`config.mk`:
```
export PLATFORM = sky130hd
export DESIGN_NAME = kf3_back
export DESIGN_NICKNAME = d
export VERILOG_FILES = /design/src/rtl/kf3_pkg.sv /design/src/rtl/kf3_back.sv
export SDC_FILE = /design/constraint.sdc
export NUM_CORES = 1
export LEC_CHECK = 0
export ABC_CLOCK_PERIOD_IN_PS = 8300
export BUFFER_PORTS_ARGS = -buffer_cell sky130_fd_sc_hd__buf_4
export CAP_MARGIN = 15
export CORE_MARGIN = 2
export CORE_UTILIZATION = 25
export CTS_CLUSTER_DIAMETER = 60
export DETAILED_ROUTE_END_ITERATION = 12
export GPL_ROUTABILITY_DRIVEN = 0
export PLACE_DENSITY = 0.48
export SETUP_SLACK_MARGIN = 0.5
export SLEW_MARGIN = 25
export SYNTH_ARGS = -nofsm -noshare
export SYNTH_HDL_FRONTEND = slang
export SYNTH_SLANG_ARGS = --single-unit
```
`constraint.sdc`:
```
create_clock -name aclk -period 8.3 [get_ports aclk]
set_input_delay 0.83 -clock aclk [delete_from_list [all_inputs] [get_ports aclk]]
set_output_delay 0.83 -clock aclk [all_outputs]
set_load 0.005 [all_outputs]
```
`src/rtl/kf3_pkg.sv`:
```
// Shared types and constants for the 3x3 kernel filter.
package kf3_pkg;

    localparam int PIX_W  = 8;
    localparam int COL_W  = 11;
    localparam int ROW_W  = 16;
    localparam int SUM_W  = 13;   // signed kernel sum, covers -2040..4080
    localparam int MULT_W = 25;   // reciprocal constant width

    // Queue between front and back
    localparam int QDEPTH = 4;
    localparam int QPTR_W = 2;
    localparam int QCNT_W = 3;

    // Register reset values
    localparam logic [COL_W-1:0] WIDTH_RST  = 11'd1024;
    localparam logic [ROW_W-1:0] HEIGHT_RST = 16'd1024;

    // Box: floor(S*11111/100000) as (S*BOX_MULT) >> BOX_SHIFT, exact for S < 4096
    localparam int BOX_SHIFT = 28;
    localparam logic [63:0] BOX_NUM = 64'd11111 << BOX_SHIFT;
    localparam logic [MULT_W-1:0] BOX_MULT = MULT_W'((BOX_NUM + 64'd99999) / 64'd100000);

    // Divide by 3 as (m*DIV3_MULT) >> DIV3_SHIFT, exact for m < 1024
    localparam int DIV3_SHIFT = 11;
    localparam logic [MULT_W-1:0] DIV3_MULT =
        MULT_W'(((64'd1 << DIV3_SHIFT) + 64'd2) / 64'd3);

    typedef logic [PIX_W-1:0] pix_t;

    // Window, index row*3+col, row 0 oldest line, col 0 oldest column
    typedef pix_t [8:0] win_t;

    typedef enum logic [2:0] {
        KIND_BOX       = 3'd0,
        KIND_GAUSS     = 3'd1,
        KIND_PREWITT_X = 3'd2,
        KIND_PREWITT_Y = 3'd3,
        KIND_SOBEL_X   = 3'd4,
        KIND_SOBEL_Y   = 3'd5,
        KIND_LAPLACE   = 3'd6,
        KIND_SHARPEN   = 3'd7
    } kind_t;

    typedef enum logic [1:0] {
        REG_KIND   = 2'd0,
        REG_WIDTH  = 2'd1,
        REG_HEIGHT = 2'd2
    } reg_idx_t;

    typedef struct packed {
        kind_t             kind;
        logic [COL_W-1:0]  width;
        logic [ROW_W-1:0]  height;
    } cfg_t;

    typedef struct packed {
        win_t  win;
        logic  frame_end;
    } q_entry_t;

endpackage

```
`src/rtl/kf3_back.sv`:
```
// Back end: kernel sum, scaling and output register.
module kf3_back (
    input  logic                        aclk,
    input  logic                        aresetn,
    input  kf3_pkg::kind_t              kind,
    input  kf3_pkg::q_entry_t           head,
    input  logic [kf3_pkg::QCNT_W-1:0]  q_count,
    output logic                        pop,
    output logic                        out_valid,
    input  logic                        out_ready,
    output kf3_pkg::pix_t               out_data,
    output logic                        out_last
);

    localparam int PROD_W = kf3_pkg::SUM_W + kf3_pkg::MULT_W;

    logic signed [kf3_pkg::SUM_W-1:0] p [9];
    logic signed [kf3_pkg::SUM_W-1:0] sum;
    logic signed [kf3_pkg::SUM_W-1:0] edge_sum;

    logic                             v1_reg;
    logic signed [kf3_pkg::SUM_W-1:0] s1_reg;
    kf3_pkg::kind_t                   k1_reg;
    logic                             fe1_reg;

    logic [kf3_pkg::SUM_W-1:0]        mag;
    logic [kf3_pkg::MULT_W-1:0]       mul_k;
    logic [PROD_W-1:0]                prod;
    logic [PROD_W-1:0]                box_q, div3_q;
    kf3_pkg::pix_t                    res;

    logic                             out_valid_reg;
    kf3_pkg::pix_t                    out_data_reg;
    logic                             out_last_reg;

    logic en_out, b1_load;

    // Stage flow: each stage loads when it is empty or when the stage after it moves on
    assign en_out  = !out_valid_reg || out_ready;
    assign b1_load = !v1_reg || en_out;
    assign pop     = (q_count != '0) && b1_load;

    // Window taps as signed values
    always_comb begin
        for (int i = 0; i < 9; i++) begin
            p[i] = $signed({{(kf3_pkg::SUM_W-kf3_pkg::PIX_W){1'b0}}, head.win[i]});
        end
    end

    // Kernel sum for the selected filter
    always_comb begin
        edge_sum = p[0] + p[1] + p[2] + p[3] + p[5] + p[6] + p[7] + p[8];
        case (kind)
            kf3_pkg::KIND_BOX:       sum = edge_sum + p[4];
            kf3_pkg::KIND_GAUSS:     sum = p[0] + (p[1] <<< 1) + p[2] + (p[3] <<< 1)
                                         + (p[4] <<< 2) + (p[5] <<< 1) + p[6]
                                         + (p[7] <<< 1) + p[8];
            kf3_pkg::KIND_PREWITT_X: sum = p[2] + p[5] + p[8] - p[0] - p[3] - p[6];
            kf3_pkg::KIND_PREWITT_Y: sum = p[6] + p[7] + p[8] - p[0] - p[1] - p[2];
            kf3_pkg::KIND_SOBEL_X:   sum = p[2] + (p[5] <<< 1) + p[8]
                                         - p[0] - (p[3] <<< 1) - p[6];
            kf3_pkg::KIND_SOBEL_Y:   sum = p[6] + (p[7] <<< 1) + p[8]
                                         - p[0] - (p[1] <<< 1) - p[2];
            kf3_pkg::KIND_LAPLACE:   sum = (p[4] <<< 3) - edge_sum;
            kf3_pkg::KIND_SHARPEN:   sum = (p[4] <<< 3) + p[4] - edge_sum;
            default:                 sum = edge_sum + p[4];
        endcase
    end

    // Scaling: one shared reciprocal multiply, shifts and clamp
    always_comb begin
        mag    = (s1_reg < 0) ? kf3_pkg::SUM_W'(-s1_reg) : kf3_pkg::SUM_W'(s1_reg);
        mul_k  = (k1_reg == kf3_pkg::KIND_BOX) ? kf3_pkg::BOX_MULT : kf3_pkg::DIV3_MULT;
        prod   = PROD_W'(mag) * PROD_W'(mul_k);
        box_q  = prod >> kf3_pkg::BOX_SHIFT;
        div3_q = prod >> kf3_pkg::DIV3_SHIFT;
        case (k1_reg)
            kf3_pkg::KIND_BOX:       res = box_q[kf3_pkg::PIX_W-1:0];
            kf3_pkg::KIND_GAUSS:     res = mag[kf3_pkg::PIX_W+3:4];
            kf3_pkg::KIND_PREWITT_X,
            kf3_pkg::KIND_PREWITT_Y: res = div3_q[kf3_pkg::PIX_W-1:0];
            kf3_pkg::KIND_SOBEL_X,
            kf3_pkg::KIND_SOBEL_Y:   res = mag[kf3_pkg::PIX_W+1:2];
            kf3_pkg::KIND_LAPLACE:   res = mag[kf3_pkg::PIX_W+2:3];
            kf3_pkg::KIND_SHARPEN: begin
                if (s1_reg < 0) begin
                    res = '0;
                end else if (s1_reg > kf3_pkg::SUM_W'(255)) begin
                    res = '1;
                end else begin
                    res = s1_reg[kf3_pkg::PIX_W-1:0];
                end
            end
            default:                 res = box_q[kf3_pkg::PIX_W-1:0];
        endcase
    end

    always_ff @(posedge aclk) begin
        if (!aresetn) begin
            v1_reg        <= 1'b0;
            out_valid_reg <= 1'b0;
        end else begin
            if (b1_load) begin
                v1_reg <= pop;
            end
            if (en_out) begin
                out_valid_reg <= v1_reg;
            end
        end
    end

    // Payload registers
    always_ff @(posedge aclk) begin
        if (pop) begin
            s1_reg  <= sum;
            k1_reg  <= kind;
            fe1_reg <= head.frame_end;
        end
        if (en_out && v1_reg) begin
            out_data_reg <= res;
            out_last_reg <= fe1_reg;
        end
    end

    assign out_valid = out_valid_reg;
    assign out_data  = out_data_reg;
    assign out_last  = out_last_reg;

endmodule

```
# Word-level counts from Yosys, hierarchy flattened
# Index checks and enable logic that the tools add are counted.
totals:
  reg_bits: 28
classes:
  n_eq_ne: 14
  mul: 1
  order_cmp: 2
  reduce_logical: 11
  addsub: 40
  muxes: 6
op_table:
  columns: ["op", "n"]
  rows:
  - ["13-bit case mux with 8 select lines", 1]
  - ["13-bit by 9-bit adder with 13-bit output", 5]
  - ["8-bit case mux with 6 select lines", 1]
  - ["10-bit by 8-bit adder with 11-bit output", 4]
  - ["13-bit by 25-bit multiplier with 36-bit output", 1]
  - ["8-bit by 9-bit adder with 10-bit output", 3]
  - ["9-bit by 8-bit adder with 10-bit output", 3]
  - ["8-bit by 8-bit adder with 9-bit output", 3]
  - ["13-bit by 10-bit adder with 13-bit output", 2]
  - ["12-bit by 10-bit subtractor with 13-bit output", 2]
  - ["12-bit by 9-bit subtractor with 13-bit output", 2]
  - ["13-bit by 9-bit subtractor with 13-bit output", 2]
  - ["25-bit two-way mux", 1]
  - ["11-bit by 8-bit adder with 12-bit output", 2]
  - ["3-bit equality test (second input constant)", 8]
  - ["11-bit by 8-bit subtractor with 12-bit output", 2]
  - ["11-bit by 9-bit subtractor with 12-bit output", 2]
  - ["10-bit by 8-bit subtractor with 11-bit output", 2]
  - ["8-bit two-way mux", 2]
  - ["12-bit by 10-bit adder with 13-bit output", 1]
  - ["12-bit by 8-bit adder with 13-bit output", 1]
  - ["13-bit by 9-bit > comparator with 1-bit output (second input constant)", 1]
  - ["13-bit by 1-bit less-than comparator with 1-bit output (second input constant)", 1]
  - ["13-bit two-way mux", 1]
  - ["other kinds (12)", 21]

# Logic depth before layout (Yosys ltp)
# Gate-level depths: netlist (run 1).
depth:
  depth_word: 9
  ltp_mapped: 28
  ltp_nobuf: 27

# Worst setup path after synthesis (run 1)
# Ideal clock, no wire load.
synth_path:
  kind: "register to register"
  start: "register s1_reg[2] (netlist bit)"
  end: "register out_data_reg[6] (netlist: out_data[6]), data pin"
  t_arrival_ps: 6127
  path_stages_with_launch: 27
  setup_time_ps: 259
  slack_ps: 1914
  path_cell_list: "edfxtp_1 > buf_2 > nor4_2 > nand3b_1 > o41ai_1 > xor2_1 > inv_2 > nand2_1 > ha_1 > inv_1 > ha_1 > a21o_1 > fa_1 > inv_1 > fa_1 > inv_1 > fa_1 > inv_1 > fa_1 > inv_1 > ha_1 > and3_1 > and4_1 > a221oi_1 > o21ai_1 > xor2_1 > a211o_1"
synth_between:
  elab_chain_len: 4
  elab_cells_between_ends: 8
  cone_classes: "1 x add/sub; 1 x mul; 2 x order compare; 4 x mux"
synth_lines:
  columns: ["item", "line", "text"]
  rows:
  - ["start: declaration", "kf3_back.sv:22", "logic signed [kf3_pkg::SUM_W-1:0] s1_reg;"]
  - ["start signal: assignment", "kf3_back.sv:115", "s1_reg <= sum;"]
  - ["13-bit negation, or another cell as far along", "kf3_back.sv:72", "mag = (s1_reg < 0) ? kf3_pkg::SUM_W'(-s1_reg) : kf3_pkg::SUM_W'(s1_reg);"]
  - ["13-bit two-way mux / 8-bit two-way mux (equally long branches)", "kf3_back.sv:72, kf3_back.sv:88", null]
  - ["13-bit by 25-bit multiplier with 36-bit output / 8-bit two-way mux (equally long branches)", "kf3_back.sv:74, kf3_back.sv:86", null]
  - ["8-bit case mux with 6 select lines *", "kf3_back.sv:77", "case (k1_reg)"]
  - ["via res[6]", "kf3_back.sv:30", "kf3_pkg::pix_t res;"]
  - ["end signal: assignment", "kf3_back.sv:120", "out_data_reg <= res;"]
  - ["end: declaration", "kf3_back.sv:33", "kf3_pkg::pix_t out_data_reg;"]
# Mark *: on every way through the listed nets, which the timed path passes. The rest lies on a longest branch.
# A chain may end at the register's enable or synchronous reset.

# Worst setup path in the final report (run 1)
layout_path:
  start: "register s1_reg[2] (netlist bit)"
  end: "register out_data_reg[5] (netlist: out_data[5]), data pin"
# Same word-level chain as after synthesis.

==> summary.txt, run 1 <==
Yosys
  – Post-synth EDFFs: 26
  – Gate Count Post-Synth: 2016
  – Post-synth ARST share: 0%
  – Avg Inst Size Synth: 8.81 um^2
  – Share of synthesized area occupied by flip-flops and latches: 4.62%
  – Most common flop cell mapped by yosys: edfxtp_1
  – Yosys Warn Count: 0
  – Post-synthesis cell area: 17800 um^2
  – Cell variety after synth: 79
  – Register bit total from synthesis: 28

Route
  – Antenna viol nets, final: 0
  – DR vias: 14100
  – Met2 routed WL: 25.5 mm
  – Drt wl/cell: 18.1 um
  – DR top layer: met5
  – M1 wire length: 25.0 mm
  – Met3 WL: 2.50 mm
  – Post-Route WL: 54.8 mm
  – DRC viols: 0
  – Initial DRT Pass Iterations: 5
  – Post-DR vias/cell: 4.66
  – Number of DRC markers in iteration 0: 944

Die
  – Core area: 70100 um^2
  – Starting Density: 25.3%
  – I/O pin count: 93
  – Die X: 271 um
  – FP Rows: 97
  – Die Height: 271 um
  – Die Area: 73200 um^2

CTS
  – CTS clock-pin slew for the worst setup and hold paths: 0.07 ns
  – Postcts setup bufs: 0
  – Root Buffer: clkbuf_16
  – H-tree depth: 1
  – TritonCTS buffer count: 3
  – Resize count post-CTS: 0
  – CTS Buffer Depth: 2
  – CTS sink cnt: 28
  – Worst-Skew Late Latency: 0.28 ns
  – CTS Hold Bufs: 0
  – CTS tree: yes

Placed design
  – Post-placement cell count: 3028
  – Hpwl dp: 49.5 mm
  – Count of port buffers added during placement: 92

Final layout
  – Max reg flops: 13
  – Commonest non-fill, non-tap cell in the layout: inv_1
  – Layout filler cell count: 7682
  – Layout cell share with drive strength beyond 1: 5.78%
  – Final net count: 2755
  – Non-Filler Instances: 3032
  – N_diodes: 0
  – Layout area overhead: 11.0%
  – Most frequent cells in the layout: 514 x inv_1, 312 x fa_1, 268 x ha_1, 113 x nor2_1, 99 x buf_4

STA
  – Final Cycle Share: 89.9%
  – Setup_tns: 0 ns
  – Worst-case clock skew: 0.00684 ns
  – Fin crit period: 7.46 ns
  – Final setup fails: 0
  – Actual slew at the worst max-slew pin: 1.06 ns
  – Slew Viols, Final: 0
  – RSZ-0062 raised after global routing: false
  – FMAX: 134 MHz
  – Slew HR: 28.6%
  – Final Hold Vio Count: 0

Global route
  – Largest net degree at the start of global routing: 25
  – First-pass GRT wire length: 86.9 mm
  – Vias in the first global route: 15200
  – GRT Overall Usage: 15.2%
  – Grt total ovfl: 0
  – Initial antenna violation count: 3

Worst setup path
  – Worst Setup Start Kind: flop
  – Largest stage delay, worst path: 0.61 ns
  – Req. time, crit path: 8.33 ns
  – Critical path's slowest cell: a2111oi_2
  – Worst-path fanout max: 8
  – FF-to-FF setup slack: 0.84 ns
  – Cell mode on critical path: inv_1
  – CP endpoint kind: flop
  – Crit path kind: reg2reg
  – Worst Path Arrival: 7.50 ns

Worst hold path
  – Hold Path Class: reg2reg

Outcome
  – Status: completed

Job
  – Max-cap viol count: 0
[through the flow]
stage / hold WS (ns) / instance area (um^2) / setup slack, ns / util [%]
2_1_floorplan: 0.400 / 17800 / 1.91 / -
3_3_place_gp: 0.406 / 19600 / 0.507 / 27.9
3_5_place_dp: 0.408 / 19600 / 0.695 / 27.9
4_1_cts: 0.425 / 19700 / 0.654 / 28.1
5_1_grt: 0.429 / 19700 / 0.506 / 28.1
6_report: 0.423 / 19700 / 0.837 / 28.1
[cells by family (layout without fill, tap and decap cells)]
logic type	Yosys count	in the layout	synth area share (%)
DFF	28	28	4.62
buffers and inverters	546	620	11.6
AOI/OAI and AO/OA	364	364	13.5
other	2	4	0.0423
and+or+nand+nor	377	377	10.2
adders and majority gates	580	580	54.0
xor gates and xnor gates	107	107	5.32
muxes	12	12	0.761
[synth_stat cells, types with 16 or more instances]
master    number  area, um^2
clkbuf_1      22        82.6
ha_1         268        3350
nor2b_1       26         163
xnor2_1       62         543
o21ai_0       47         235
a211oi_1      18         135
o22ai_1       19         119
nand2_1       90         338
o21a_1        16         120
a21oi_1       97         485
xor2_1        44         385
nor3_1        40         200
nand3_1       32         160
edfxtp_1      26         781
a21o_1        29         218
fa_1         312        6250
inv_1        514        1930
nor2_1       113         424
o21ai_1       21         105
[area by class of cell]
| type | count | area, um^2 | area share, % |
|---|---|---|---|
| Clock buffer | 3 | 75.1 | 0.381 |
| Inverter | 517 | 1940 | 9.84 |
| Tap cell | 940 | 1180 | 5.97 |
| Multi-Input combinational cell | 1444 | 14900 | 75.7 |
| Sequential cell | 28 | 821 | 4.16 |
| Timing Repair Buffer | 99 | 743 | 3.77 |
| Clock inverter | 1 | 30.0 | 0.152 |
[final timing paths]
kind / start / endpoint / depth (start not counted)
worst min register to register: fe1_reg$_DFFE_PP_ / out_last$_DFFE_PP_ / 0
worst max-delay path: s1_reg[2]$_DFFE_PP_ / out_data[5]$_DFFE_PP_ / 26
worst min-delay path: fe1_reg$_DFFE_PP_ / out_last$_DFFE_PP_ / 0
worst max register to register: s1_reg[2]$_DFFE_PP_ / out_data[5]$_DFFE_PP_ / 26
[metal layers]
layer | vias up | GRT usage (%)
met5 | - | 0
met4 | 6 | 4.17
met3 | 78 | 1.22
met2 | 386 | 25.6
met1 | 6949 | 20.8
li1 | 6696 | -
[worst max-delay path: cells and delay by family (launching register included)]
family / cells / cell delay, ns
fa+ha+maj: 7 / 2.58
compound gates: 8 / 2.12
simple gates: 4 / 0.94
xor+xnor: 1 / 0.54
flops: 1 / 0.52
buf+inv: 6 / 0.52
Power of run 1 is not shown: default switching activity piles up to over one toggle a cycle in this logic, so the estimate is an artifact.
==> run 2: changes to the inputs <==
--- a/config.mk
+++ b/config.mk
@@ -10,2 +10,3 @@
 export CAP_MARGIN = 15
+export CORE_ASPECT_RATIO = 0.7
 export CORE_MARGIN = 2
==> constraint.sdc (replaced) <==
create_clock -name aclk -period 8.3 [get_ports aclk]
set_input_delay 1.66 -clock aclk [delete_from_list [all_inputs] [get_ports aclk]]
set_output_delay 1.66 -clock aclk [all_outputs]
set_load 0.005 [all_outputs]
==> run 2 against run 1 <==
Compared with the run above: wire length increased by 5.1%; critical endpoint is now out_data[4]$_DFFE_PP_; critical path type unchanged; register-to-register slack worse by 0.09 ns; setup slack got worse by 0.085 ns; maximum frequency fell by 1.1%; via count barely moved; largest cell class unchanged; count of clock-buffer cells in the layout did not move; utilization grew 0.11 points; first-iteration DRC count grew 17%; global-route usage rose by 1.0 points; non-clock buffer count increased by 3; cell count grew 0.59%; cell area increased by 0.36%.
==> summary.txt, run 2 (synthesis gave the netlist of run 1 again) <==
Route
  – Post-Route WL: 57.6 mm (was 54.8 mm)
  – Post-DR vias/cell: 4.63 (was 4.66)
  – Number of DRC markers in iteration 0: 1105 (was 944)
  – Antenna viol nets, final: 0 (unchanged)
  – Drt wl/cell: 18.9 um (was 18.1 um)
  – Initial DRT Pass Iterations: 5 (unchanged)
  – DR vias: 14100 (about the same)
  – DRC viols: 0 (unchanged)

Worst setup path
  – Worst-path fanout max: 7 (was 8)
  – Critical path's slowest cell: fa_1 (was a2111oi_2)
  – Largest stage delay, worst path: 0.55 ns (was 0.61 ns)
  – CP endpoint kind: flop (unchanged)
  – Critical path buffers and inverters: 5 (was 6)
  – Worst-path cell chain: or3_1 -> o31ai_1 -> xor2_2 -> inv_2 -> nand2_1 -> o21ai_0 -> ha_1 -> inv_1 -> fa_1 -> fa_1 -> inv_1 -> fa_1 -> inv_1 -> fa_1 -> inv_1 -> ha_1 -> and2_1 -> nor3b_1 -> a22oi_1 -> o31ai_2 -> nand3_1 -> a21oi_1 -> mux2_1 -> o221ai_1
  – Req. time, crit path: 8.38 ns (was 8.33 ns)
  – Top delay family on crit path: adder cells (unchanged)
  – Worst Path Arrival: 7.63 ns (was 7.50 ns)
  – Crit path kind: reg2reg (unchanged)
  – Worst Setup Start Kind: flop (unchanged)

CTS
  – Worst-Skew Late Latency: 0.28 ns (about the same)
  – H-tree depth: 1 (unchanged)
  – CTS clock-pin slew for the worst setup and hold paths: 0.09 ns (was 0.07 ns)
  – CTS sink cnt: 28 (unchanged)
  – CTS Hold Bufs: 0 (unchanged)
  – Resize count post-CTS: 0 (unchanged)
  – CTS Buffer Depth: 2 (unchanged)
  – TritonCTS buffer count: 3 (unchanged)
  – Root Buffer: clkbuf_16 (unchanged)
  – CTS tree: yes (unchanged)
  – Postcts setup bufs: 0 (unchanged)

Final layout
  – Commonest non-fill, non-tap cell in the layout: inv_1 (unchanged)
  – Max reg flops: 13 (unchanged)
  – Layout area overhead: 11.4% (was 11.0%)
  – Layout filler cell count: 7566 (was 7682)
  – Layout cell share with drive strength beyond 1: 6.06% (was 5.78%)
  – Most frequent cells in the layout: 514 x inv_1, 312 x fa_1, 268 x ha_1, 113 x nor2_1, 101 x buf_4 (was 514 x inv_1, 312 x fa_1, 268 x ha_1, 113 x nor2_1, 99 x buf_4)
  – Final net count: 2758 (was 2755)

Die
  – Die X: 323 um (was 271 um)
  – Starting Density: 25.3% (about the same)
  – Die Height: 227 um (was 271 um)
  – Core area: 70100 um^2 (about the same)
  – FP Rows: 81 (was 97)
  – I/O pin count: 93 (unchanged)
  – Die Area: 73200 um^2 (about the same)

STA
  – Fin crit period: 7.55 ns (was 7.46 ns)
  – Slew Viols, Final: 0 (unchanged)
  – FMAX: 132 MHz (was 134 MHz)
  – Setup_tns: 0 ns (unchanged)
  – Final setup margin: 0.752 ns (was 0.837 ns)
  – Worst-case clock skew: 0.00439 ns (was 0.00684 ns)
  – RSZ-0062 raised after global routing: true (was false)
  – Final Cycle Share: 90.9% (was 89.9%)
  – Slew HR: 27.4% (was 28.6%)
  – Final setup fails: 0 (unchanged)
  – Actual slew at the worst max-slew pin: 1.08 ns (was 1.06 ns)
  – Final Hold Vio Count: 0 (unchanged)

Placed design
  – Hpwl dp: 51.8 mm (was 49.5 mm)
  – Count of port buffers added during placement: 92 (unchanged)
  – Post-place setup slack: 0.603 ns (was 0.695 ns)

Global route
  – Largest net degree at the start of global routing: 25 (unchanged)
  – GRT Overall Usage: 16.2% (was 15.2%)
  – First-pass GRT wire length: 90.4 mm (was 86.9 mm)
  – Initial antenna violation count: 2 (was 3)
  – Vias in the first global route: 14700 (was 15200)
  – Grt total ovfl: 0 (unchanged)

Outcome
  – Status: completed (unchanged)

Worst hold path
  – Hold Path Class: reg2reg (unchanged)

Job
  – Max-cap viol count: 0 (unchanged)
## run 2: cell type report
class | instances | area (um^2) | area share (%)
diodes | 1 | 2.50 | 0.0126
clock buffers | 3 | 75.1 | 0.379
clock inverters | 1 | 30.0 | 0.152
inverters | 517 | 1940 | 9.81
multi-input cells | 1444 | 14900 | 75.5
flip-flops and latches | 28 | 821 | 4.15
well taps | 954 | 1190 | 6.03
repair buffers | 102 | 778 | 3.93
## run 2: worst register-to-register path: cells and delay by family, from the launching register on
| kind | cells | cell delay (ns) |
|---|---|---|
| xor+xnor | 1 | 0.42 |
| simple gates | 5 | 1.29 |
| fa+ha+maj | 6 | 2.64 |
| flops | 1 | 0.52 |
| compound gates | 6 | 1.75 |
| buf+inv | 5 | 0.39 |
| mux | 1 | 0.35 |
## run 2: stage by stage
stage	cell area, um^2	hold slack, ns	std cells	utilization [%]
after global placement	19600	0.405	3045	28.0
after global routing	19800	0.444	3049	28.2
after detailed placement	19700	0.407	3045	28.0
final	19800	0.427	3050	28.2
after floorplan	17800	0.400	2018	-
after CTS	19800	0.428	3049	28.2
## run 2: per-layer routing
layer,vias to the layer above,GRT usage [%],share of wire [%]
li1,6694,-,-
met1,6989,26.8,54
met2,428,23.0,39
met3,8,2.12,6.8
met4,0,0.330,0.15
met5,-,0,0
## run 2: final timing paths
| kind | startpoint | end | slack, ns | depth (start not counted) |
|---|---|---|---|---|
| hold / removal | fe1_reg$_DFFE_PP_ | out_last$_DFFE_PP_ | 0.43 | 0 |
| setup / recovery | s1_reg[2]$_DFFE_PP_ | out_data[4]$_DFFE_PP_ | 0.75 | 24 |
| hold reg to reg | fe1_reg$_DFFE_PP_ | out_last$_DFFE_PP_ | 0.43 | 0 |
| setup reg to reg | s1_reg[2]$_DFFE_PP_ | out_data[4]$_DFFE_PP_ | 0.75 | 24 |
Power of run 2 is left out for the same reason.
