--- config.mk ---
export PLATFORM = sky130hd
export DESIGN_NAME = kf3_queue
export DESIGN_NICKNAME = d
export VERILOG_FILES = /design/src/rtl/kf3_pkg.sv /design/src/rtl/kf3_queue.sv
export SDC_FILE = /design/constraint.sdc
export NUM_CORES = 1
export LEC_CHECK = 0
export BUFFER_PORTS_ARGS = -buffer_cell sky130_fd_sc_hd__buf_2
export CORE_UTILIZATION = 28
export CTS_CLUSTER_DIAMETER = 150
export DETAILED_ROUTE_END_ITERATION = 10
export PLACE_DENSITY = 0.54
export SLEW_MARGIN = 20
export SYNTH_ARGS = -nofsm -noshare
export SYNTH_HDL_FRONTEND = slang
export SYNTH_SLANG_ARGS = --single-unit
--- constraint.sdc ---
create_clock -name aclk -period 8.75 [get_ports aclk]
set_clock_uncertainty 0.1 [all_clocks]
set_input_delay 0.875 -clock aclk [delete_from_list [all_inputs] [get_ports aclk]]
set_output_delay 0.875 -clock aclk [all_outputs]
set_load 0.005 [all_outputs]
--- src/rtl/kf3_pkg.sv ---
// Shared types and constants for the 3x3 kernel filter.
package kf3_pkg;

    localparam int PIX_W  = 8;
    localparam int COL_W  = 11;
    localparam int ROW_W  = 16;
    localparam int SUM_W  = 13;   // signed kernel sum, covers -2040..4080
    localparam int MULT_W = 25;   // reciprocal constant width

    // Queue between front and back
    localparam int QDEPTH = 4;
    localparam int QPTR_W = 2;
    localparam int QCNT_W = 3;

    // Register reset values
    localparam logic [COL_W-1:0] WIDTH_RST  = 11'd1024;
    localparam logic [ROW_W-1:0] HEIGHT_RST = 16'd1024;

    // Box: floor(S*11111/100000) as (S*BOX_MULT) >> BOX_SHIFT, exact for S < 4096
    localparam int BOX_SHIFT = 28;
    localparam logic [63:0] BOX_NUM = 64'd11111 << BOX_SHIFT;
    localparam logic [MULT_W-1:0] BOX_MULT = MULT_W'((BOX_NUM + 64'd99999) / 64'd100000);

    // Divide by 3 as (m*DIV3_MULT) >> DIV3_SHIFT, exact for m < 1024
    localparam int DIV3_SHIFT = 11;
    localparam logic [MULT_W-1:0] DIV3_MULT =
        MULT_W'(((64'd1 << DIV3_SHIFT) + 64'd2) / 64'd3);

    typedef logic [PIX_W-1:0] pix_t;

    // Window, index row*3+col, row 0 oldest line, col 0 oldest column
    typedef pix_t [8:0] win_t;

    typedef enum logic [2:0] {
        KIND_BOX       = 3'd0,
        KIND_GAUSS     = 3'd1,
        KIND_PREWITT_X = 3'd2,
        KIND_PREWITT_Y = 3'd3,
        KIND_SOBEL_X   = 3'd4,
        KIND_SOBEL_Y   = 3'd5,
        KIND_LAPLACE   = 3'd6,
        KIND_SHARPEN   = 3'd7
    } kind_t;

    typedef enum logic [1:0] {
        REG_KIND   = 2'd0,
        REG_WIDTH  = 2'd1,
        REG_HEIGHT = 2'd2
    } reg_idx_t;

    typedef struct packed {
        kind_t             kind;
        logic [COL_W-1:0]  width;
        logic [ROW_W-1:0]  height;
    } cfg_t;

    typedef struct packed {
        win_t  win;
        logic  frame_end;
    } q_entry_t;

endpackage

--- src/rtl/kf3_queue.sv ---
// Short window queue between front end and filter back end.
module kf3_queue (
    input  logic                        aclk,
    input  logic                        aresetn,
    input  logic                        push,
    input  kf3_pkg::q_entry_t           push_data,
    input  logic                        pop,
    output kf3_pkg::q_entry_t           head,
    output logic [kf3_pkg::QCNT_W-1:0]  count
);

    kf3_pkg::q_entry_t              entry_reg [kf3_pkg::QDEPTH];
    logic [kf3_pkg::QPTR_W-1:0]     wr_ptr_reg, rd_ptr_reg;
    logic [kf3_pkg::QCNT_W-1:0]     count_reg, count_next;

    // Occupancy
    always_comb begin
        case ({push, pop})
            2'b10:   count_next = count_reg + 1'b1;
            2'b01:   count_next = count_reg - 1'b1;
            default: count_next = count_reg;
        endcase
    end

    always_ff @(posedge aclk) begin
        if (!aresetn) begin
            wr_ptr_reg <= '0;
            rd_ptr_reg <= '0;
            count_reg  <= '0;
        end else begin
            count_reg <= count_next;
            if (push) begin
                wr_ptr_reg <= wr_ptr_reg + 1'b1;
            end
            if (pop) begin
                rd_ptr_reg <= rd_ptr_reg + 1'b1;
            end
        end
    end

    always_ff @(posedge aclk) begin
        if (push) begin
            entry_reg[wr_ptr_reg] <= push_data;
        end
    end

    assign head  = entry_reg[rd_ptr_reg];
    assign count = count_reg;

endmodule

== Yosys cells after proc, flatten, opt, wreduce, memory -nomap -nowiden ==
Memories as Yosys holds them, arrays and structs flattened. A register that Yosys moved wholly into a read port is not among the register bits.
Cells that the tools add are included.
Storage, ports and cells
  input bits: 77
  bits in latches: 0
  memory bits (writable): 292
  output and inout port bits: 76
  logic and storage cells: 16
  memory bits (read-only): 0
  memories kept: 1
  register bits: 7
Operators by class
  bitwise gates (word level): 0
  equal/unequal tests: 2
  multiplexer cells: 5
  shifts and indexed selects: 0
  divide/modulo/power cells: 0
  reductions and logical operators: 1
  multipliers: 0
  magnitude comparators: 0
  add/subtract/negate cells: 4
Memories
  entry_reg: words 4, bits a word 73, read ports 1, clocked after Yosys merged registers in 1, write ports 1, RTL line kf3_queue.sv:12  | kf3_pkg::q_entry_t entry_reg [kf3_pkg::QDEPTH];
Operators with widths (count)
  case mux 3 bit (2 select lines): 1
  adder 2 x 1 -> 2 bit (second input constant): 2
  2-to-1 mux 2 bit: 2
  adder 3 x 1 -> 3 bit (second input constant): 1
  subtractor 3 x 1 -> 3 bit (second input constant): 1
  equality test 2 x 1 -> 1 bit (second input constant): 1
  equality test 2 bit (second input constant): 1
  2-to-1 mux 1 bit: 2
  nonzero test 2 bit: 1

== Logic depth before layout (Yosys ltp) ==
Gate-level depths: netlist (run 1).
  depth in word-level cells: 3
  gate-level depth with buffers: 7
  gate-level depth less buffers: 7

== Worst setup path after synthesis (run 1) ==
OpenSTA, ideal clock, no wires.
  path kind: input -> register
  from: input push
  to: memory entry_reg[0][0] (netlist name), enable pin
  data arrival time: 2.582 ns
  required time: 8.211 ns
  cell stages on the path: 1
  buffers on the path: 0
  slack: 5.629 ns
  path through: and2_1
On the way
  cells in the longest elaborated chain, start to end: 2
Ends and longest elaborated chain
  start: declaration: RTL line kf3_queue.sv:5  | input logic push,
  2-to-1 mux 1 bit: RTL line kf3_queue.sv:42  | if (push) begin
  2-to-1 mux 1 bit (not written as such): RTL line kf3_queue.sv:43  | entry_reg[wr_ptr_reg] <= push_data;
  end: declaration: RTL line kf3_queue.sv:12
No other way between the ends.

==> impl_summary.md, run 1 <==
Run status
The flow ran to the end, and the final reports show no timing, DRC or antenna violations.

Setup path
The reg-to-reg setup timing slack is 6.49 ns. For the worst setup path, the data arrival time is 2.96 ns. Of all nets on the critical path, the largest fanout is 38. The most critical setup path has its endpoint at head[12].

The critical path endpoint category is an output pin. The type of element launching the critical path is a flip-flop. For the worst setup path, the data required time is 7.78 ns. The worst register-to-register path has a depth of 3. The startpoint identified for the worst register-to-register timing path is wr_ptr_reg[0]$_SDFFE_PN0P_. The worst register-to-register path ends at entry_reg[3][59]$_DFFE_PP_. The critical setup path kind is flip-flop to output pin.

Pwr
The worst supply voltage drop on vdd is 0.158 mV. Summing internal, switching and leakage power gives 0.00315 W. The analysis attributes to cell leakage a power of 4.38 nW. The total power density per cell area is around 240 mW/mm².

Global route
The remaining global-route overflow is 0. The number of global-route vias before repair is 5624. The first global-routing pass estimated between 30 and 40 mm of wire. The pin count of the biggest net entering global routing is 74.

The number of antenna violations at the first check in global routing is 0. The global routing usage summed across all routing layers is 10.4%.

Clock tree
The clock sink count is 301. In this run, CTS created clock tree buffers numbering 31. In this run, post-CTS repair resized a total of 0 instances.

The CTS clock-pin slew for the worst setup and hold paths is 0.06 ns. The clock tree from TritonCTS is done. The clock passes through at most 3 buffers. The hold-fix buffer count after cts is 0. The root buffer cell is clkbuf_16. The insertion delay to the later sink of the worst-skew pair is 0.55 ns. In this run the number of H-tree levels came out at 1.

After clock tree synthesis, the setup repair step added 0 buffers.

STA
Setup violations remaining at the end of the flow were counted as 0. The transition at the pin with the smallest max-transition slack is 0.800 ns. Dividing the final minimum period by the clock period gives 45.0%. Timing would allow up to roughly 250 MHz.

Subtracting the final worst setup slack from the clock period gives 3.93 ns. The count of pins over their slew limit came to 0. The aggregate negative setup slack is 0 ns. The total count of hold-check failures in the final report is 0.

The worst slew margin relative to its limit is a little under half. Setup repair after global routing left no endpoint under its margin. The worst hold slack across all endpoints is 0.432 ns.

Yosys
The post-synthesis net count is 508. Yosys printed 0 warnings. Sorting the synthesized cells by area gives the leading types as edfxtp_1 (79%), mux4_2 (15%), dfxtp_1 (1.6%). After synthesis the cells add up to between 0.01 and 0.015 mm². After synthesis, the mean cell area works out to between 20 and 30 µm². Synthesis produced 425 cells.

The sequential-to-total area share from yosys stat is 81.0%. The top cell type by area accounts for 79.4% of the synthesized area. The count of distinct cell types in the synthesized netlist is 20. The cell taking the most area after synthesis is edfxtp_1. In this run, synthesis produced a sequential element count of 301.

Placed design
The count of port buffers added during placement is 152. The post-placement cell area is ~0.012 mm². Summed over all nets, the half-perimeter wirelength after detailed placement is 12.5 mm. The routability congestion estimate from global placement is 0.702. The number of cells in the design after placement is 1084.

Detailed routing
The count of nets left with antenna violations once routing finished came out at 0. The highest layer touched by signal routing is met4. For this run, design rule violations remaining after detail routing come to 0. The detailed route wirelength on metal2 is 10.7 mm. After the first detailed-routing iteration, the DRC count stood at 195. In the final routed layout, each cell accounts on average for 18.2 µm. The routed length on met1 is 8.71 mm. Dividing the detail-routed via count by the number of cells gives around 4.3. The final route contains 4899 vias.

The met3 routed wirelength is 1.00 mm. Before antenna repair, the detailed router went through 4 iterations. The final layout contains routed wiring with a total length of about 21 mm.

Floorplanning
The effective utilization at floorplan is 28.5%. The die covers 0.0403 mm². In this run the standard cell core region covers 0.0387 mm². The top-level I/O count is 153.

The die is 201 µm tall. The die is between 200 and 250 µm wide. The number of rows in the core area is 72.

Layout
The repair_antennas step left the layout with diodes totalling 0. The number of flip-flops in the largest register is just under 300. Compared with the post-synthesis result, the final layout area differs by 20.3%.

The number of nets at the end of the flow is 683. The post-route cell area is 0.0133 mm². Cells with a size suffix above 1 make up about 45% of the layout. Once layout is complete, the cells apart from fillers number ~1100.

Run
Across the run, the number of max-cap violations was 0.

Min path
In this run the worst hold path is classified as input port to flip-flop.
-- synth_stat cells, drive strengths merged --
cell type	n
a21boi	1
edfxtp	292
mux2i	1
fa	1
dfxtp	9
mux4	73
o21ai	2
nand2	2
ha	5
buf	15
nor2b	1
xnor2	2
xor2	3
clkbuf	1
inv	6
and2	10
or3	1
-- kinds of logic (layout without fill, tap and decap cells) --
group	Yosys count	in the layout	share of synthesized area, %
buffers and inverters	22	222	1.94
adder cells (fa/ha/maj)	6	6	0.748
AO/OA/AOI/OAI	3	3	0.159
flip-flops	301	301	81.0
XOR/XNOR	5	5	0.396
multiplexers	74	74	15.0
AND/OR/NAND/NOR	14	14	0.748
-- metrics by stage --
stage,util (%),setup WS [ns]
2_1_floorplan,-,5.63
3_3_place_gp,31.8,5.27
3_5_place_dp,31.8,5.23
4_1_cts,34.2,4.62
5_1_grt,34.3,4.50
6_report,34.3,4.82
-- power breakdown --
group          leakage (nW)  internal, W  switching (W)
sequential             2.76      0.00166      0.0000303
combinational          1.17     0.000133       0.000128
clock                 0.452     0.000677       0.000529
-- cells in the final DEF (no fill, tap or decap), types with 2 or more instances in the layout --
| master | synthesis | final |
|---|---|---|
| and2_1 | 10 | 6 |
| and2_4 | 0 | 4 |
| buf_2 | 7 | 152 |
| buf_4 | 0 | 5 |
| clkbuf_1 | 0 | 3 |
| clkbuf_16 | 0 | 31 |
| clkinv_1 | 0 | 12 |
| clkinv_2 | 0 | 4 |
| clkinvlp_4 | 0 | 3 |
| dfxtp_1 | 9 | 7 |
| dfxtp_4 | 0 | 2 |
| edfxtp_1 | 292 | 292 |
| ha_1 | 5 | 5 |
| inv_1 | 6 | 6 |
| inv_6 | 0 | 3 |
| mux4_2 | 72 | 72 |
| nand2_1 | 2 | 2 |
| o21ai_0 | 2 | 2 |
| xnor2_1 | 2 | 2 |
| xor2_1 | 3 | 3 |
-- routing by layer --
| layer | track usage (%) | up-vias |
|---|---|---|
| met4 | 3.16 | 0 |
| li1 | - | 2169 |
| met1 | 12.5 | 2599 |
| met2 | 18.6 | 105 |
| met3 | 2.34 | 26 |
| met5 | 0 | - |
-- how the worst min path moves through the flow --
stage / from / to / slack, ns / depth (start not counted)
floorplan: count[2]$_SDFFE_PN0P_ / count[2]$_SDFFE_PN0P_ / 0.38 / 2
global placement: count[2]$_SDFFE_PN0P_ / count[2]$_SDFFE_PN0P_ / 0.37 / 2
detailed placement: count[2]$_SDFFE_PN0P_ / count[2]$_SDFFE_PN0P_ / 0.43 / 2
CTS: push_data[9] / entry_reg[0][9]$_DFFE_PP_ / 0.40 / 1
global route: push_data[43] / entry_reg[1][43]$_DFFE_PP_ / 0.40 / 1
finish: push_data[3] / entry_reg[1][3]$_DFFE_PP_ / 0.43 / 1
-- worst max-delay path: stages, from the launching register on --
cell and delay (ns):
dfxtp_4 0.82, buf_4 0.76, mux4_2 0.62, buf_2 0.15
-- area by class of cell --
type	instances	area, µm²
Tap cell	518	648
Inverter	6	22.5
Fill cell	3664	25500
Clock inverter	24	153
Sequential cell	301	8960
Multi-Input combinational cell	102	1890
Clock buffer	34	787
Timing Repair Buffer	158	826
Note: power is estimated with default switching activity, not from simulation.
==> inputs of run 2 (changes only) <==
- ABC_AREA: default -> 1
- PLACE_DENSITY: 0.54 -> 0.55
- clock period: 8.75 -> 3.59 ns (I/O delays scaled with it)
==> run 2 against run 1 <==
Against the previous run: combinational power rose to 2.7 times the previous value; worst setup slack lost 3.9 ns; hold slack lost 0.33 ns; sequential power rose by 140%; cell count grew 34%; routed wire length grew 23%; critical endpoint is now head[27]; utilization increased by 1.8 points; final area rose by 7.9%; critical path depth is 2 higher; clock power rose to 2.7 times the previous value.
==> impl_summary.md, run 2 <==
Global route
The first global-routing pass estimated between 30 and 40 mm of wire. The remaining global-route overflow is 0. The number of antenna violations at the first check in global routing is 3. Entering global routing, the biggest net connects 147 pins. The number of global-route vias before repair was ~6900. The global routing usage summed across all routing layers is between 10% and 20%.

STA
Timing would allow up to 374 MHz. The worst slew margin relative to its limit is 42.7%. Setup total negative slack on the finished layout was measured at 0 ns. The setup-violating endpoint count in the final report is 0. The count of pins over their slew limit came to 0.

The worst path in the final design needs a cycle of roughly 2.7 ns, including I/O delays and setup. The total count of hold-check failures in the final report is 0. Setup repair after global routing left no endpoint under its margin. In the finished design, the share of the clock period the worst path needs comes to about three quarters. The worst hold slack across all endpoints is 0.0985 ns.

For the pin with the worst max-slew slack, the measured transition is ~0.86 ns.

Placed design
The placed wire-length estimate is 14.0 mm. The count of port buffers added during placement is 152. The congestion estimate from routability-driven global placement came to 0.712.

Setup path
The largest single stage delay on the critical path is around 0.46 ns. For the worst setup path, the data arrival time is 2.21 ns. The slowest stage of the critical path belongs to the cell buf_4. The critical path endpoint category is an output pin. The critical setup path kind is flip-flop to output pin.

The signal on the critical path passes through inv_4 -> buf_4 -> nor2_1 -> o22ai_1 -> buf_2. STA puts the critical path data required time at 3.13 ns. In this run the worst path has a maximum fanout of 45. The type of element launching the critical path is a flip-flop.

Floorplanning
The die is 203 µm tall. approximately 150 I/O pins were placed. The area of the die is 0.0410 mm².

The area of the core is 0.0397 mm². After floorplanning, the core was divided into 73 placement rows. The effective utilization at floorplan is 28.4%. The die is 203 µm wide.

Clock tree
After clock tree synthesis, the clock-pin slew on the worst setup and hold paths is 0.06 ns. Post-CTS timing repair inserted 0 buffers for setup. The worst-case clock buffer depth is 3. The number of buffers created by CTS is 34.

The clock tree from TritonCTS is done. At the later pin of the worst-skew pair, clock insertion delay measures 0.51 ns. Counting every sink on the clock net gives 301.

The post-CTS resize count is 0. The maximum level of the CTS H-tree is 2. The cell sitting at the root of the clock tree is a clkbuf_16.

Yosys
The share of synthesized area in the top cell type comes to between 70 and 80%. The number of cells produced by synthesis is 761. The most used flip-flop cell after synthesis is edfxtp_1. The synthesized design contains 292 enable-type register cells.

Sorting the synthesized cells by area gives the leading types as edfxtp_1 (78%), nor2_1 (5.0%), o22ai_1 (4.1%). Counting flops and latches in the post-synthesis netlist gives ~300. The count of distinct cell types in the synthesized netlist is 20.

The fraction of registers with async set or reset after synthesis is 0%. Ranked by instance count, the synthesized netlist is headed by edfxtp_1 (292), nor2_1 (149), o21ai_0 (85). In this run the cell area of the synthesized design comes to 0.0113 mm². In this run the mean area of a mapped cell was 14.8 µm². Yosys instantiated no cell more often than edfxtp_1. The post-synthesis net count is 844. For this run, the register share of the synthesized area comes to approximately four fifths. The cell taking the most area after synthesis is edfxtp_1.

Yosys printed 0 warnings.

Detailed routing
The via count normalized by instance count is ~4.5. The detailed route wirelength on metal2 is 12.0 mm. Before antenna repair, the detailed router went through 4 iterations. The routed design uses 1.41 mm of met3 wire. Wires add up to 25.7 mm. The post-route antenna net violation count is 0. The average detailed-routed wire length per instance is 16.7 µm. In the final routing, the length of wire on met1 measures 11.7 mm. For this run, design rule violations remaining after detail routing come to 0. The number of DRC markers after the initial detailed-route iteration is 289. The vias after detailed routing is a little under 7000. The highest routing layer actually used is met5.

Run status
The run finished with clean final reports.

Pwr
IR analysis of the VDD net gives a maximum drop of around 0.36 mV. For this design the static power due to leakage is 5.00 nW. The total power density per cell area is 563 mW/mm².

Layout
Leaving out fill and tap cells, the most frequent cells in the layout are edfxtp_1 (292), buf_2 (152), nor2_1 (149), o21ai_0 (85), dlygate4sd3_1 (74). The final core utilization is 36.1%. The register with the most flip-flops in the layout has 292 of them.

The share of post-route cells with drive strength above 1 is 21.5%. The layout overhead on the synthesized area is 27.3%. The most common cell after layout, fill and taps aside is edfxtp_1.

The number of filler cells placed in the layout is 3846. In the final design database the tool counted 1072 nets.

Min path
The worst hold path belongs to the class input port to flip-flop.

Run
Across the run, the number of max-cap violations was 0.
-- run 2: cell count changes after synthesis, moves of 16 or more --
cell | previous run | this run
clkbuf_1 | 0 | 16
o21ai_0 | 2 | 85
o22ai_1 | 0 | 73
o21ai_1 | 0 | 67
mux4_2 | 72 | 0
nor2_1 | 0 | 149
-- run 2: layer usage --
metal	GRT usage, %	up-vias
met5	0	-
met4	4.73	2
met3	2.95	36
met2	20.2	179
met1	16.7	3374
li1	-	3329
-- run 2: layout make-up --
type                            count  area, µm²  share of cell area [%]
Clock buffer                       44        952                    6.64
Sequential cell                   301       8950                    62.4
Tap cell                          525        657                    4.58
Timing Repair Buffer              239       1650                    11.5
Clock inverter                     12        114                   0.794
Antenna cell                        3       7.51                  0.0524
Multi-Input combinational cell    396       1930                    13.5
Inverter                           17       76.3                   0.532
-- run 2: kinds of logic (layout without fill, tap and decap cells) --
logic type,count (synthesis),in the layout,share of synthesized area (%)
other,0,3,0
and+or+nand+nor,160,160,5.36
AOI/OAI and AO/OA,230,230,11.0
adders and majority gates,6,6,0.733
buffers and inverters,64,312,3.44
DFF,301,301,79.4
-- run 2: timing repair --
action / in CTS / in global routing
hold buffers: 74 / 0
setup endpoints to repair: 0 / 0
endpoints found under the hold margin: 293 / 0
-- run 2: worst max-delay path: cells and delay by family, from the launching register on --
kind | cells | cell delay, ns
AND/OR/NAND/NOR | 1 | 0.07
buffers and inverters | 3 | 0.97
AO/OA/AOI/OAI | 1 | 0.24
flip-flops | 1 | 0.36
-- run 2: path summary, 6_finish.rpt --
kind	end	depth (start not counted)	slack, ns	startpoint
worst max-delay path	head[27]	5	0.92	flip-flop
worst min-delay path	rd_ptr_reg[0]$_SDFFE_PN0P_	4	0.1	pop
worst max register to register	entry_reg[1][34]$_DFFE_PP_	5	1.56	wr_ptr_reg[1]$_SDFFE_PN0P_
worst min register to register	flip-flop	1	0.34	rd_ptr_reg[1]$_SDFFE_PN0P_
-- run 2: per-stage QoR --
stage / cells / power, W / cell area, µm² / setup slack [ns]
after floorplan: 761 / 0.00448 / 11300 / 1.06
after global placement: 1404 / 0.00478 / 12500 / 1.34
after detailed placement: 1404 / 0.00479 / 12500 / 1.35
after CTS: 1534 / 0.00820 / 14300 / 0.764
after global routing: 1536 / 0.00841 / 14300 / 0.707
final: 1537 / 0.00807 / 14300 / 0.918
-- run 2: where the power goes --
part           switching, W  internal [W]
combinational      0.000430      0.000278
sequential        0.0000377       0.00401
clock               0.00130       0.00201
==> inputs of run 3 (changes only) <==
- clock period: 3.59 -> 2.3 ns (I/O delays scaled with it)
==> run 3 against run 2 <==
Against the previous run: worst setup slack lost 0.82 ns; final area rose by 2.2%; flip-flop and latch count unchanged; utilization increased by 0.78 points; first-iteration DRC count up 33%; hold slack worse by 0.051 ns; sequential power up 56%; clock power grew 53%; critical path depth shrank 1; cell count up 1.0%; critical path type unchanged; critical endpoint is now head[34].
==> impl_summary.md, run 3 (synthesis results as in run 2) <==
Pwr
The analysis attributes to net switching a power of around 0.0028 W. The proportion of power drawn by combinational gates is 9.7%. Net switching is about 22% of the power. The share of power burned in the clock network is approximately two fifths. The cell internal power dissipation is between 0.009 and 0.01 W. In this run the power density over the cells is between 800 and 900 mW/mm². Across the VDD grid, the largest voltage drop is between 0.6 and 0.7 mV. Per report_power, the sequential group accounts for around 50% of the total.

For this design the static power due to leakage is 5.12 nW.

Min path
The worst hold path belongs to the class input port to flip-flop.

Clock tree
The CTS clock-pin slew for the worst setup and hold paths is approximately 0.06 ns. The insertion delay to the later sink of the worst-skew pair is 0.52 ns. The worst-case clock buffer depth is 3. The maximum level of the CTS H-tree is 2. The clock tree from TritonCTS is done.

The clock sink count is 301. The number of buffers created by CTS is 34. CTS placed an instance of clkbuf_16 at the clock tree root.

Layout
The number of flip-flops in the largest register is 292. In the layout the commonest cells are edfxtp_1 (292), buf_2 (152), nor2_1 (149), o21ai_0 (85), dlygate4sd3_1 (75). The multi-input combinational cell area is 0.00195 mm². The most common cell after layout, fill and taps aside is edfxtp_1. The share of post-route cells with drive strength above 1 is 22.8%. The antenna diode count is 0. The area growth from synthesis to layout is 30.0%. After the last flow step, the layout net total stands at about 1100.

The filler cells instantiated in the layout total 3778. In the final layout, flip-flops and latches occupy between 0.008 and 0.009 mm².

Floorplanning
In this run the core area contains 73 standard-cell rows. In this run the standard cell core region covers 0.0397 mm². The x dimension of the die is 203 µm. Pin placement for this block handled 153 I/O pins. For this configuration, the core starts out at a cell density of 28.4%. The area of the die is 0.0410 mm². Measured along the y axis, the die boundary spans about 200 µm.

Detailed routing
In the routed design, unresolved DRC markers number 0. The vias after detailed routing is 7063. The post-route antenna net violation count is 0. The number of DRC markers after the initial detailed-route iteration is 385.

Using the TritonRoute via totals, the vias-per-cell ratio works out to 4.55. The number of search-and-repair iterations in the first detailed-routing pass is 4. The total length of routed wires is 26.9 mm.

The average detailed-routed wire length per instance is 17.3 µm.

STA
The worst hold slack across all endpoints is 0.0473 ns. Subtracting the final worst setup slack from the clock period gives 2.20 ns. The total count of hold-check failures in the final report was 0. The worst path meets setup with ~0.099 ns of slack. The count of pins over their slew limit is 0. Static timing analysis puts the maximum clock frequency at 454 MHz. The aggregate negative setup slack is 0 ns. The setup-violating endpoint count in the final report is 0. Dividing the final minimum period by the clock period gives between 90% and 100%. In this run the tightest slew margin relative to its limit is 60.4%. The transition at the pin with the smallest max-transition slack is between 0.5 and 0.6 ns.

Placed design
The setup slack after placement is 0.286 ns. The congestion estimate from routability-driven global placement came to about 0.73. The placed wire-length estimate is 15.7 mm. The count of port buffers added during placement is 152.

Global route
Entering global routing, the biggest net connects 56 pins. The number of global-route vias before repair is approximately 7100. The remaining global-route overflow is 0. The global routing usage summed across all routing layers is approximately an eighth.

The number of antenna violations at the first check in global routing came to 1. The first global-routing pass estimated 41.0 mm of wire.

Setup path
By startpoint and endpoint, the worst setup path is classified as flip-flop to output pin. The endpoint required time on the critical path is between 1.5 and 2 ns. The type of element launching the critical path is a flip-flop. The critical path endpoint category is an output pin. The data arrival time of the critical path is around 1.9 ns. The maximum fanout count along the critical path is 55.

Run status
The run finished with clean final reports.

Run
The tool flagged a number of max-cap violations equal to 0.
## run 3: cell count changes in the layout (fill, tap and decap cells not counted), sizes merged
cell	delta
buf	+12
clkbuf	+4
clkinvlp	+4
diode	-3
inv	-3
bufbuf	+1
dlygate4sd3	+1
## run 3: worst paths after layout
kind | end | cells after the start | slack [ns] | from
min reg2reg | flip-flop | 1 | 0.36 | rd_ptr_reg[1]$_SDFFE_PN0P_
max reg2reg | entry_reg[1][4]$_DFFE_PP_ | 5 | 0.34 | wr_ptr_reg[1]$_SDFFE_PN0P_
max | head[34] | 4 | 0.1 | flip-flop
min | wr_ptr_reg[0]$_SDFFE_PN0P_ | 3 | 0.05 | push
## run 3: routing by layer
| metal | up-vias | wire (µm) | global-route usage (%) |
|---|---|---|---|
| met4 | 2 | 622 | 5.10 |
| li1 | 3359 | - | - |
| met1 | 3483 | 12300 | 16.9 |
| met3 | 43 | 1550 | 3.35 |
| met2 | 176 | 12500 | 21.4 |
| met5 | - | 8 | 0 |
## run 3: critical path: stages (launching register included)
cell and delay, ns:
dfxtp_4 0.48, buf_16 0.26, o21ai_0 0.12, o22ai_1 0.30, buf_2 0.18
## run 3: repair_timing
action,4_1_cts,5_1_grt
gates cloned,1,0
endpoints found under the hold margin,301,0
resized for setup,4,10
endpoints found under the setup margin,24,32
hold buffers,75,0
pin swaps,0,0
buffers inserted,0,2
## run 3: through the flow
step / total power (W) / instances / area, µm² / util (%)
6_report: 0.0126 / 1553 / 14600 / 36.9
5_1_grt: 0.0131 / 1553 / 14600 / 36.9
4_1_cts: 0.0128 / 1551 / 14600 / 36.7
3_5_place_dp: 0.00755 / 1415 / 12700 / 32.1
3_3_place_gp: 0.00754 / 1415 / 12700 / 32.1
2_1_floorplan: 0.00699 / 761 / 11300 / -
## run 3: area by class of cell
type                            instances  area share, %
Clock buffer                           47           6.29
Clock inverter                         13          0.820
Inverter                               17          0.624
Multi-Input combinational cell        396           13.3
Sequential cell                       301           61.1
Tap cell                              525           4.48
Timing Repair Buffer                  254           13.4
## run 3: power groups by stage
stage / clock network, W / logic [W] / registers [W]
2_1_floorplan: 0 / 0.000561 / 0.00643
3_3_place_gp: 0 / 0.00110 / 0.00643
3_5_place_dp: 0 / 0.00111 / 0.00644
4_1_cts: 0.00526 / 0.00123 / 0.00632
5_1_grt: 0.00544 / 0.00136 / 0.00634
6_report: 0.00507 / 0.00122 / 0.00632
